<file path="config.mk">
export PLATFORM = sky130hd
export DESIGN_NAME = zscore_outlier_reject_ring_unit
export DESIGN_NICKNAME = d
export VERILOG_FILES = /design/src/rtl/zor_pkg.sv /design/src/rtl/zor_mul.sv /design/src/rtl/zor_ring.sv /design/src/rtl/zscore_outlier_reject_ring_unit.sv
export SDC_FILE = /design/constraint.sdc
export NUM_CORES = 2
export LEC_CHECK = 0
export BUFFER_PORTS_ARGS = -buffer_cell sky130_fd_sc_hd__buf_2
export CAP_MARGIN = 20
export CORE_ASPECT_RATIO = 0.6
export CORE_UTILIZATION = 70
export CTS_CLUSTER_DIAMETER = 120
export CTS_CLUSTER_SIZE = 12
export DETAILED_ROUTE_END_ITERATION = 8
export MAX_ROUTING_LAYER = met4
export PLACE_DENSITY_LB_ADDON = 0.1
export SLEW_MARGIN = 20
export SYNTH_ARGS = -nofsm -noshare
export SYNTH_HDL_FRONTEND = slang
export SYNTH_SLANG_ARGS = --single-unit
export TNS_END_PERCENT = 1
</file>
<file path="constraint.sdc">
create_clock -name i_clk -period 18 [get_ports i_clk]
set_input_delay 1.8 -clock i_clk [delete_from_list [all_inputs] [get_ports i_clk]]
set_output_delay 1.8 -clock i_clk [all_outputs]
set_load 0.05 [all_outputs]
</file>
<file path="src/rtl/zor_pkg.sv">
// Shared widths, register indexes and status codes for the z-score outlier filter.
package zor_pkg;

    // Field widths on the ports.
    localparam int SAMPLE_W   = 14;
    localparam int IN_DATA_W  = 16;
    localparam int THR_W      = 8;
    localparam int THR2_W     = 2 * THR_W;
    localparam int COUNT_W    = 4;
    localparam int OUT_DATA_W = 8;
    localparam int CFG_ADDR_W = 2;
    localparam int CFG_DATA_W = 8;

    // Configuration register indexes.
    localparam logic [CFG_ADDR_W-1:0] CFG_ENABLE    = 2'd0;
    localparam logic [CFG_ADDR_W-1:0] CFG_THRESHOLD = 2'd1;

    // Threshold after reset: three standard deviations.
    localparam logic [THR_W-1:0] THR_RESET = 8'd48;

    // Result status codes.
    typedef enum logic [1:0] {
        ST_STORED   = 2'd0,
        ST_PASSED   = 2'd1,
        ST_REJECTED = 2'd2,
        ST_DROPPED  = 2'd3
    } t_status;

endpackage

</file>
<file path="src/rtl/zor_mul.sv">
// Shared signed multiplier with a registered product.
module zor_mul #(
    parameter int OP_W = 20
) (
    input  logic                       i_clk,
    input  logic signed [OP_W-1:0]     i_a,
    input  logic signed [OP_W-1:0]     i_b,
    output logic signed [2*OP_W-1:0]   o_prod
);

    logic signed [2*OP_W-1:0] r_prod;

    // One product per cycle, available on the next cycle.
    always_ff @(posedge i_clk) begin
        r_prod <= i_a * i_b;
    end

    assign o_prod = r_prod;

endmodule

</file>
<file path="src/rtl/zor_ring.sv">
// Sample ring storage: one write port and one registered read port.
module zor_ring #(
    parameter int DEPTH = 10
) (
    input  logic                                 i_clk,
    input  logic                                 i_we,
    input  logic [$clog2(DEPTH)-1:0]             i_waddr,
    input  logic signed [zor_pkg::SAMPLE_W-1:0]  i_wdata,
    input  logic [$clog2(DEPTH)-1:0]             i_raddr,
    output logic signed [zor_pkg::SAMPLE_W-1:0]  o_rdata
);

    logic signed [zor_pkg::SAMPLE_W-1:0] r_mem [DEPTH];
    logic signed [zor_pkg::SAMPLE_W-1:0] r_rdata;

    // Write port.
    always_ff @(posedge i_clk) begin
        if (i_we) begin
            r_mem[i_waddr] <= i_wdata;
        end
    end

    // Read port, data valid in the cycle after the address.
    always_ff @(posedge i_clk) begin
        r_rdata <= r_mem[i_raddr];
    end

    assign o_rdata = r_rdata;

endmodule

</file>
<file path="src/rtl/zscore_outlier_reject_ring_unit.sv">
// Z-score outlier filter: a sequencer around one shared multiplier and the sample ring.
// A dropped or unchecked sample is marked done on acceptance; a tested sample runs the sum,
// deviation and chunked compare states, or stops after the deviation sum when all stored
// samples are equal. One item is worked on at a time; the next request is taken in the same
// cycle as the result is offered, which waits until the result register is free.
// Reset (synchronous, active low) empties the ring, disables the filter, sets threshold 48.
module zscore_outlier_reject_ring_unit #(
    parameter int WINDOW = 10
) (
    input  logic                              i_clk,
    input  logic                              i_rst_n,
    // Sample request.
    input  logic                              s_axis_tvalid,
    output logic                              s_axis_tready,
    input  logic [zor_pkg::IN_DATA_W-1:0]     s_axis_tdata,   // [13:0] sample_value
    input  logic [0:0]                        s_axis_tuser,   // [0] sample_valid
    // Result request.
    output logic                              m_axis_tvalid,
    input  logic                              m_axis_tready,
    output logic [zor_pkg::OUT_DATA_W-1:0]    m_axis_tdata,   // [3:0] stored_count
    output logic [1:0]                        m_axis_tuser,   // [1:0] status
    // Configuration writes.
    input  logic                              i_cfg_we,
    input  logic [zor_pkg::CFG_ADDR_W-1:0]    i_cfg_addr,
    input  logic [zor_pkg::CFG_DATA_W-1:0]    i_cfg_data
);

    localparam int LOG_W  = $clog2(WINDOW);
    localparam int PW     = LOG_W;
    localparam int CW     = $clog2(WINDOW + 1);
    localparam int FCW    = (CW > zor_pkg::COUNT_W) ? CW : zor_pkg::COUNT_W;
    localparam int SUM_W  = zor_pkg::SAMPLE_W + LOG_W;
    localparam int MAG_W  = zor_pkg::SAMPLE_W + LOG_W;
    localparam int OPW    = MAG_W + 1;
    localparam int PRD_W  = 2 * OPW;
    localparam int CHW    = MAG_W;
    localparam int QW     = 2 * MAG_W + LOG_W;
    localparam int NQ     = (QW + CHW - 1) / CHW;
    localparam int ND     = (2 * MAG_W + CHW - 1) / CHW;
    localparam int OPND_W = NQ * CHW;
    localparam int ACC_W  = OPND_W + zor_pkg::THR2_W;
    localparam int KW     = $clog2(NQ + 1);

    typedef enum logic [3:0] {
        IDLE,
        SUM_RD,
        SUM_ACC,
        Q_RD,
        Q_WX,
        Q_SUB,
        Q_SQR,
        Q_ACC,
        D_WX,
        D_SUB,
        D_SQR,
        T_SQR,
        T_CAP,
        C_MUL,
        C_ACC,
        CMP_DONE
    } t_state;

    t_state                               r_state;
    logic                                 r_done;
    logic [PW-1:0]                        r_wr_pos;
    logic [PW-1:0]                        r_idx;
    logic [FCW-1:0]                       r_fill;
    logic [FCW-1:0]                       n_fill;
    logic                                 r_en;
    logic [zor_pkg::THR_W-1:0]            r_thr;
    logic signed [zor_pkg::SAMPLE_W-1:0]  r_v;
    zor_pkg::t_status                     r_status;
    logic signed [SUM_W-1:0]              r_sum;
    logic signed [OPW-1:0]                r_e;
    logic [QW-1:0]                        r_q;
    logic [OPND_W-1:0]                    r_opnd;
    logic [KW-1:0]                        r_k;
    logic                                 r_phase;
    logic [zor_pkg::THR2_W-1:0]           r_t2;
    logic [ACC_W-1:0]                     r_acc;
    logic [ACC_W-1:0]                     n_acc;
    logic [ACC_W-1:0]                     r_lhs;
    logic                                 r_out_valid;
    zor_pkg::t_status                     r_out_status;
    logic [zor_pkg::COUNT_W-1:0]          r_out_count;

    logic                                 w_accept;
    logic                                 w_out_free;
    logic                                 w_finish;
    logic                                 w_store;
    logic signed [zor_pkg::SAMPLE_W-1:0]  w_rd_data;
    logic signed [OPW-1:0]                w_mul_a;
    logic signed [OPW-1:0]                w_mul_b;
    logic signed [PRD_W-1:0]              w_prod;

    // Handshake and result retirement.
    assign s_axis_tready = (r_state == IDLE) && !r_done;
    assign w_accept      = s_axis_tvalid && s_axis_tready;
    assign w_out_free    = !r_out_valid || m_axis_tready;
    assign w_finish      = r_done && w_out_free;
    assign w_store       = w_finish &&
                           (r_status inside {zor_pkg::ST_STORED, zor_pkg::ST_PASSED});

    // Fill count after the pending sample is retired.
    always_comb begin
        n_fill = r_fill;
        if (w_store && (r_fill != FCW'(WINDOW))) begin
            n_fill = r_fill + FCW'(1);
        end
    end

    // Shift-and-add step of the chunked wide product.
    assign n_acc = (r_acc << CHW) + ACC_W'($unsigned(w_prod));

    // Operand selection for the shared multiplier.
    always_comb begin
        w_mul_a = '0;
        w_mul_b = '0;
        case (r_state)
            Q_WX: begin
                w_mul_a = OPW'(w_rd_data);
                w_mul_b = OPW'(WINDOW);
            end
            D_WX: begin
                w_mul_a = OPW'(r_v);
                w_mul_b = OPW'(WINDOW);
            end
            Q_SQR, D_SQR: begin
                w_mul_a = r_e;
                w_mul_b = r_e;
            end
            T_SQR: begin
                w_mul_a = OPW'(r_thr);
                w_mul_b = OPW'(r_thr);
            end
            C_MUL: begin
                w_mul_a = OPW'(r_opnd[OPND_W-1 -: CHW]);
                w_mul_b = r_phase ? OPW'(r_t2) : OPW'(WINDOW - 1);
            end
            default: begin
                w_mul_a = '0;
                w_mul_b = '0;
            end
        endcase
    end

    zor_mul #(
        .OP_W (OPW)
    ) u_mul (
        .i_clk  (i_clk),
        .i_a    (w_mul_a),
        .i_b    (w_mul_b),
        .o_prod (w_prod)
    );

    zor_ring #(
        .DEPTH (WINDOW)
    ) u_ring (
        .i_clk   (i_clk),
        .i_we    (w_store),
        .i_waddr (r_wr_pos),
        .i_wdata (r_v),
        .i_raddr (r_idx),
        .o_rdata (w_rd_data)
    );

    // Sequencer, configuration registers, ring pointers and the result register.
    always_ff @(posedge i_clk) begin
        if (!i_rst_n) begin
            r_state     <= IDLE;
            r_done      <= 1'b0;
            r_wr_pos    <= '0;
            r_fill      <= '0;
            r_en        <= 1'b0;
            r_thr       <= zor_pkg::THR_RESET;
            r_out_valid <= 1'b0;
        end else begin
            // Configuration writes; unknown indexes are ignored.
            if (i_cfg_we) begin
                case (i_cfg_addr)
                    zor_pkg::CFG_ENABLE:    r_en  <= i_cfg_data[0];
                    zor_pkg::CFG_THRESHOLD: r_thr <= i_cfg_data;
                    default: ;
                endcase
            end

            // Retire the finished sample into the result register and the ring;
            // otherwise the result register drains when the consumer takes it.
            if (w_finish) begin
                r_done       <= 1'b0;
                r_out_valid  <= 1'b1;
                r_out_status <= r_status;
                r_out_count  <= n_fill[zor_pkg::COUNT_W-1:0];
                r_fill       <= n_fill;
                if (w_store) begin
                    r_wr_pos <= (r_wr_pos == PW'(WINDOW - 1)) ? '0 : r_wr_pos + PW'(1);
                end
            end else if (r_out_valid && m_axis_tready) begin
                r_out_valid <= 1'b0;
            end

            case (r_state)
                IDLE: begin
                    if (w_accept) begin
                        r_v <= s_axis_tdata[zor_pkg::SAMPLE_W-1:0];
                        if (!s_axis_tuser[0]) begin
                            r_status <= zor_pkg::ST_DROPPED;
                            r_done   <= 1'b1;
                        end else if (r_en && (r_fill == FCW'(WINDOW))) begin
                            r_idx   <= '0;
                            r_sum   <= '0;
                            r_state <= SUM_RD;
                        end else begin
                            r_status <= zor_pkg::ST_STORED;
                            r_done   <= 1'b1;
                        end
                    end
                end
                // Sum of the stored samples.
                SUM_RD: begin
                    r_state <= SUM_ACC;
                end
                SUM_ACC: begin
                    r_sum <= r_sum + SUM_W'(w_rd_data);
                    if (r_idx == PW'(WINDOW - 1)) begin
                        r_idx   <= '0;
                        r_q     <= '0;
                        r_state <= Q_RD;
                    end else begin
                        r_idx   <= r_idx + PW'(1);
                        r_state <= SUM_RD;
                    end
                end
                // Sum of squared scaled deviations of the stored samples.
                Q_RD: begin
                    r_state <= Q_WX;
                end
                Q_WX: begin
                    r_state <= Q_SUB;
                end
                Q_SUB: begin
                    r_e     <= OPW'(w_prod) - OPW'(r_sum);
                    r_state <= Q_SQR;
                end
                Q_SQR: begin
                    r_state <= Q_ACC;
                end
                Q_ACC: begin
                    r_q <= r_q + QW'(w_prod[2*MAG_W-1:0]);
                    if (r_idx == PW'(WINDOW - 1)) begin
                        r_state <= D_WX;
                    end else begin
                        r_idx   <= r_idx + PW'(1);
                        r_state <= Q_RD;
                    end
                end
                // Scaled deviation of the new sample; equal samples never reject.
                D_WX: begin
                    if (r_q == '0) begin
                        r_status <= zor_pkg::ST_PASSED;
                        r_done   <= 1'b1;
                        r_state  <= IDLE;
                    end else begin
                        r_state <= D_SUB;
                    end
                end
                D_SUB: begin
                    r_e     <= OPW'(w_prod) - OPW'(r_sum);
                    r_state <= D_SQR;
                end
                D_SQR: begin
                    r_state <= T_SQR;
                end
                // Square of d goes left-aligned into the chunk register; t squared is issued.
                T_SQR: begin
                    r_opnd  <= OPND_W'(w_prod[2*MAG_W-1:0]) << (OPND_W - 2 * MAG_W);
                    r_state <= T_CAP;
                end
                T_CAP: begin
                    r_t2    <= w_prod[zor_pkg::THR2_W-1:0];
                    r_acc   <= '0;
                    r_k     <= KW'(ND);
                    r_phase <= 1'b0;
                    r_state <= C_MUL;
                end
                // Wide products one chunk at a time, most significant chunk first.
                C_MUL: begin
                    r_opnd  <= r_opnd << CHW;
                    r_k     <= r_k - KW'(1);
                    r_state <= C_ACC;
                end
                C_ACC: begin
                    if (r_k != '0) begin
                        r_acc   <= n_acc;
                        r_state <= C_MUL;
                    end else if (!r_phase) begin
                        r_lhs   <= n_acc << 8;
                        r_acc   <= '0;
                        r_opnd  <= OPND_W'(r_q);
                        r_k     <= KW'(NQ);
                        r_phase <= 1'b1;
                        r_state <= C_MUL;
                    end else begin
                        r_acc   <= n_acc;
                        r_state <= CMP_DONE;
                    end
                end
                // Reject when 256*(W-1)*d^2 exceeds t^2 times the sum of squared scaled deviations.
                CMP_DONE: begin
                    r_status <= (r_lhs > r_acc) ? zor_pkg::ST_REJECTED : zor_pkg::ST_PASSED;
                    r_done   <= 1'b1;
                    r_state  <= IDLE;
                end
                default: begin
                    r_state <= IDLE;
                end
            endcase
        end
    end

    assign m_axis_tvalid = r_out_valid;
    assign m_axis_tuser  = r_out_status;
    assign m_axis_tdata  = zor_pkg::OUT_DATA_W'(r_out_count);

endmodule
</file>
; After elaboration in Yosys (flattened, before gate mapping)
; Memories as Yosys holds them, arrays and structs flattened. A register that Yosys moved wholly into a read port is not among the register bits.
; Index checks and enable logic that the tools add are counted.
[word_totals]
register_bits = 369
latchBits = 0
ramBits = 140
romBits = 0
in_bits = 32
out_inout_bits = 12
wordCells = 162
n_memories = 1
[mem_list]
columns = name, depth, width, rd, rd_clocked_by_memory_dff, write_ports, line_no
row1 = u_ring.r_mem, 10, 14, 1, 1, 1, zor_ring.sv:13  ; logic signed [zor_pkg::SAMPLE_W-1:0] r_mem [DEPTH];
[classes]
n_addsub = 8
multipliers = 1
n_div = 0
n_lt_le_gt_ge = 1
n_eq_ne = 30
shifts = 0
mux = 53
n_bitwise = 2
reduce_logical = 44
[op_table]
columns = operator, n
row1 = 54-bit case mux with 3 select lines, 1
row2 = 70-bit 2-to-1 mux, 2
row3 = 70-bit case mux with 2 select lines, 1
row4 = 54-bit 2-to-1 mux, 2
row5 = 19-bit case mux with 5 select lines, 1
row6 = 40-bit case mux with 2 select lines, 1
row7 = 19-bit case mux with 4 select lines, 1
row8 = 70-bit by 38-bit adder with 70-bit output, 1
row9 = 70-bit greater-than comparator, 1
row10 = 4-bit case mux with 16 select lines, 1
row11 = 18-bit 2-to-1 mux, 3
row12 = 4-bit 2-to-1 mux, 12
row13 = 4-bit equality test (second input constant), 11
row14 = 40-bit by 36-bit adder with 40-bit output, 1
row15 = 40-bit zero test, 1
row16 = 40-bit 2-to-1 mux, 1
row17 = 19-bit by 19-bit multiplier with 38-bit output, 1
row18 = 18-bit case mux with 2 select lines, 1
row19 = 2-bit 2-to-1 mux, 10
row20 = 19-bit by 18-bit subtractor with 19-bit output, 1
row21 = 18-bit by 14-bit adder with 18-bit output, 1
row22 = 4-bit by 3-bit equality test with 1-bit output (second input constant), 4
row23 = 16-bit 2-to-1 mux, 1
row24 = 2-bit != test (second input constant), 7
row25 = other kinds (27), 72

; Logic depth before layout (Yosys ltp)
[logic_depth]
word_depth = 8
depth_mapped = 35
mapped_depth_nobuf = 31

; Cells and area by module
; Synthesis repeated with hierarchy kept, for this count alone.
[unflattened]
cells_unflattened = 3774
area_unflattened_um2 = 40209.8
[modules_own_cells]
columns = module, instances, cells_per_inst, area_each_um2, seq_area_each_um2
row1 = zscore_outlier_reject_ring_unit, 1, 1967, 20051.7, 9709.3
row2 = zor_mul, 1, 1492, 14283.7, 760.7
row3 = zor_ring, 1, 315, 5874.4, 4484.3

; Worst setup path after synthesis
; No wires, ideal clock.
[synth_path]
kind = flip-flop to flip-flop
startpoint = reg r_state[2]
endpoint = reg u_mul.r_prod[34], in the netlist u_mul.o_prod[34]
setup_time_ns = 0.122
arrival_ns = 7.782
required_time_ns = 17.878
setup_slack_ns = 10.096
stages_incl_launch_ff = 34
path_buffers = 4
period_less_slack_ns = 7.904
cell_sequence = dfxtp_1 and2_1 clkbuf_1 nand2_1 nor2_1 and2_1 clkbuf_1 buf_1 nand2_1 nand2_1 clkbuf_1 nand2_1 fa_1 inv_1 fa_1 inv_1 fa_1 inv_1 fa_1 fa_1 fa_1 inv_1 fa_1 inv_1 ha_1 nand3_1 nor2_1 nand3_1 a211oi_1 o211ai_1 a21oi_1 o2111ai_1 and4_1 a311o_1
[synth_between]
elab_chain_cells = 4
elab_cells_between_ends = 11
classes_between = mul (1) / eq/ne (6) / mux (2) / reduce/logical (2)
[synth_lines]
columns = element, line_no
row1 = start: declaration, zscore_outlier_reject_ring_unit.sv:63  ; t_state r_state;
row2 = start signal: assignment, zscore_outlier_reject_ring_unit.sv:170  ; r_state <= IDLE;
row3 = start signal: assignment, zscore_outlier_reject_ring_unit.sv:212  ; r_state <= SUM_RD;
row4 = start signal: assignment, zscore_outlier_reject_ring_unit.sv:221  ; r_state <= SUM_ACC;
row5 = 4-bit equality test / 4-bit by 3-bit equality test with 1-bit output (equally long branches), zscore_outlier_reject_ring_unit.sv:119  ; case (r_state)
row6 = 2-bit OR reduction (on tied branches), -
row7 = 19-bit case mux with 5 select lines / 19-bit case mux with 4 select lines (equally long branches), zscore_outlier_reject_ring_unit.sv:119
row8 = 19-bit by 19-bit multiplier with 38-bit output (*), zor_mul.sv:15  ; r_prod <= i_a * i_b;
row9 = end signal: assignment, zor_mul.sv:15
row10 = end: declaration, zor_mul.sv:11  ; logic signed [2*OP_W-1:0] r_prod;
; Every way passes the cells marked *; elsewhere a longest branch is shown, timed or not.
; A chain may end at the register's enable or synchronous reset.

; Final worst setup path
; Ends and elaborated chain as after synthesis.

==> results.md <==
- Outcome: finished, final reports clean
- Starting DRC count in detailed routing: 4262
- Clock skew: 0.0259 ns
- # hold bufs at CTS: 0
- Mux contribution to synthesized area: 2.35%
- DR WL/cell: 25.2 um
- DRC: 0
- XOR/XNOR Fraction of Synth Area: 3.00%
- Seq/Total Area, Yosys: 37.7%
- Sink Count: 523
- Largest cells by area after synthesis: edfxtp_1 (34%), fa_1 (19%), ha_1 (8.5%), inv_1 (4.7%), dfxtp_1 (3.8%)
- GRT Util Overall: 41.8%
- Power per cell area: 54.9 mW/mm2
- Most frequent CP cell: fa_1
- Hold Crit Depth: 0
- Fmax: 0.0904 GHz
- Post-DRT Antenna Nets: 0
- Post-synthesis adder-cell area fraction: 27.4%
- Vias: 29386
- Final setup viols: 0
- Worst-path clk slew: 0.06 ns
- Hold Crit Endpoint: m_axis_tuser[0]$_DFFE_PP_
- Share of cells above drive strength 1: 5.88%
- Initial core utilization: 71.0%
- Largest net degree at the start of global routing: 71
- Final hold viol count: 0
- TNS Setup: 0 ns
- Number of enable flip-flop cells after synthesis: 448
- Cell variety after synth: 85
- DIE AREA: 0.0577 mm2
- Worst r2r dst: u_mul.o_prod[34]$_DFF_P_
- Mapped Area: 0.0397 mm2
- Num CTS Buffers: 49
- Die height: 186 um
- Crit path required time: 18.50 ns
- Most frequent cell after synthesis: inv_1
- Congestion Overflow GR: 0
- Hold slack: 0.457 ns
- Slowest cell on the critical path: a211oi_1
- CP Class: flop to flop
- Fill cells: 3700
- Post-synth top cells: inv_1 (501), edfxtp_1 (448), fa_1 (373)
- Leakage: 19.0 nW
- Largest family of logic cells by synthesized area: adder cells
- Fin cells: 4544
- Startpoint types: flop
- Post-synth top area share: 33.9%
- R2r startpoint: r_state[2]$_SDFFE_PN0P_
- Tightest Pin Transition: 1.22 ns
- Max IR drop VDD: 0.0816 mV
- Worst Path Arrival: 11.56 ns
- R2R depth: 29
- Placed insts: 4444
- Vias in the first global route: 29453
- Largest stage delay, worst path: 0.86 ns
- First-pass GRT wire length: 174000 um
- Worst Hold Launch: r_status[0]$_DFFE_PP_
- Main synth FF type: edfxtp_1
- Crit path max fanout: 39
- Worst setup EP type: flop
- Area Growth Syn to Fin: 6.63%
- CTS Buffer Depth: 3
- Yosys top cell by area: edfxtp_1
- Post-synthesis register bit count: 523
- IO buf count: 37
- FP Rows: 67
- Routability cong.: 1.02
- Synth warnings: 0
- Routed wire length: 114000 um
- Rel. slew slack: 18.5%
- I/O pin total: 44
- Nets@finish: 4413
- Syn Inst Count: 3724
- Detail-routed via count per cell: 6.47
- Final slew viol count: 0
- Flop2flop setup slack: 6.94 ns
- Clk root buf: clkbuf_16
- Synth Area in Compound Gates: 10.2%
- Die width: 309 um
- Final period utilization: 61.4%
- Post-layout util: 75.7%
- Async set-reset flop share out of synthesis: 0%
- Worst-Skew Late Latency: 0.63 ns
- Clock tree from TritonCTS: done
- DP Wirelength: 87200 um
- Unrepaired setup endpoints after global routing: false
- Initial antenna violation count: 9
- Hold Path Class: flop to flop
- Synth Area per Inst: 10.7 um2
- Max-cap violation count: 0
- Post-cts sizing count: 0
- Pre-Repair DR Iteration Count: 9
- Core Box Area: 0.0559 mm2
- # Post-CTS Setup Buffers: 0
- CTS H-tree lvls: 2
- Overall Power: 2.32 mW
- Min Clock Period, post-route: 11.06 ns
- Post-synthesis simple-gate area fraction: 13.2%
## cell usage in the layout (no fill, tap or decap), drive strengths merged, types with 20 or more instances in the layout
cell / instances
a211oi: 43
a21o: 75
a21oi: 173
a22oi: 20
and2: 110
and3: 33
buf: 98
clkbuf: 88
dfxtp: 75
edfxtp: 448
fa: 373
ha: 271
inv: 502
mux2i: 29
mux4: 28
nand2: 297
nand2b: 47
nand3: 49
nand4: 29
nor2: 356
nor2b: 50
nor3: 50
nor4: 23
o21a: 21
o21ai: 96
o22ai: 23
o31ai: 32
xnor2: 106
xor2: 30
## per-stage QoR
step | cell area, um2 | setup WS [ns]
detailed placement | 40800 | 7.41
global route | 42300 | 6.61
CTS | 42300 | 7.34
floorplan | 39700 | 10.10
finish | 42300 | 6.94
global placement | 40800 | 7.50
## power by group
group / switching [mW] / internal [mW] / leakage (nW) / total, mW
combinational: 0.0117 / 0.00587 / 12.9 / 0.0176
clock: 0.475 / 0.519 / 0.683 / 0.994
sequential: 0.00623 / 1.31 / 5.38 / 1.31
## kinds of logic after synthesis
group,count (synthesis)
buf+inv,642
fa+ha+maj,644
other cells,1
compound gates,614
xor+xnor,136
simple gates,1106
mux,58
flops,523
## state kept, by name, indices dropped and copies added, names as in the netlist, 4 cells and up
| signal | flops |
|---|---|
| u_ring.o_rdata | 14 |
| r_e | 19 |
| u_ring.r_mem | 140 |
| r_sum | 18 |
| r_state | 4 |
| r_idx | 4 |
| r_fill | 4 |
| u_mul.o_prod | 38 |
| r_opnd | 54 |
| r_lhs | 62 |
| r_v | 14 |
| r_wr_pos | 4 |
| r_acc | 70 |
| r_t2 | 16 |
| r_q | 40 |
| r_out_count | 4 |
| r_thr | 8 |
## worst max path at each step
stage / from / end / depth (start not counted) / slack, ns
after floorplan: r_state[2]$_SDFFE_PN0P_ / u_mul.o_prod[34]$_DFF_P_ / 33 / 10.10
after global placement: r_state[0]$_SDFFE_PN0P_ / u_mul.o_prod[34]$_DFF_P_ / 26 / 7.50
after detailed placement: r_state[2]$_SDFFE_PN0P_ / u_mul.o_prod[34]$_DFF_P_ / 29 / 7.41
after CTS: r_state[2]$_SDFFE_PN0P_ / u_mul.o_prod[34]$_DFF_P_ / 29 / 7.34
after global routing: r_state[2]$_SDFFE_PN0P_ / u_mul.o_prod[34]$_DFF_P_ / 29 / 6.61
final: r_state[2]$_SDFFE_PN0P_ / u_mul.o_prod[34]$_DFF_P_ / 29 / 6.94
## worst max-delay path, delay by kind of cell (launching register included)
family / cells / cell delay (ns)
adder cells (fa/ha/maj): 8 / 4.08
buffers and inverters: 5 / 1.16
AND/OR/NAND/NOR: 11 / 2.79
flip-flops: 1 / 0.57
AO/OA/AOI/OAI: 5 / 2.30
## per-layer routing
layer	up-vias	GRT usage [%]	part of all wire (%)
met5	-	-	0
met4	0	10.9	2.6
met3	250	14.2	16
met2	1924	55.5	41
met1	14484	61.5	40
li1	12728	-	-
## cell type report
type / instances / area (um2) / share of cell area (%)
inverter: 502 / 1880 / 4.45
antenna: 8 / 20.0 / 0.0473
multi-input combinational: 2562 / 22400 / 52.9
sequential: 523 / 15000 / 35.3
clock inverter: 4 / 97.6 / 0.231
timing repair buffer: 99 / 651 / 1.54
tap: 759 / 950 / 2.24
clock buffer: 87 / 1370 / 3.23
(Power assumes the default switching activity.)
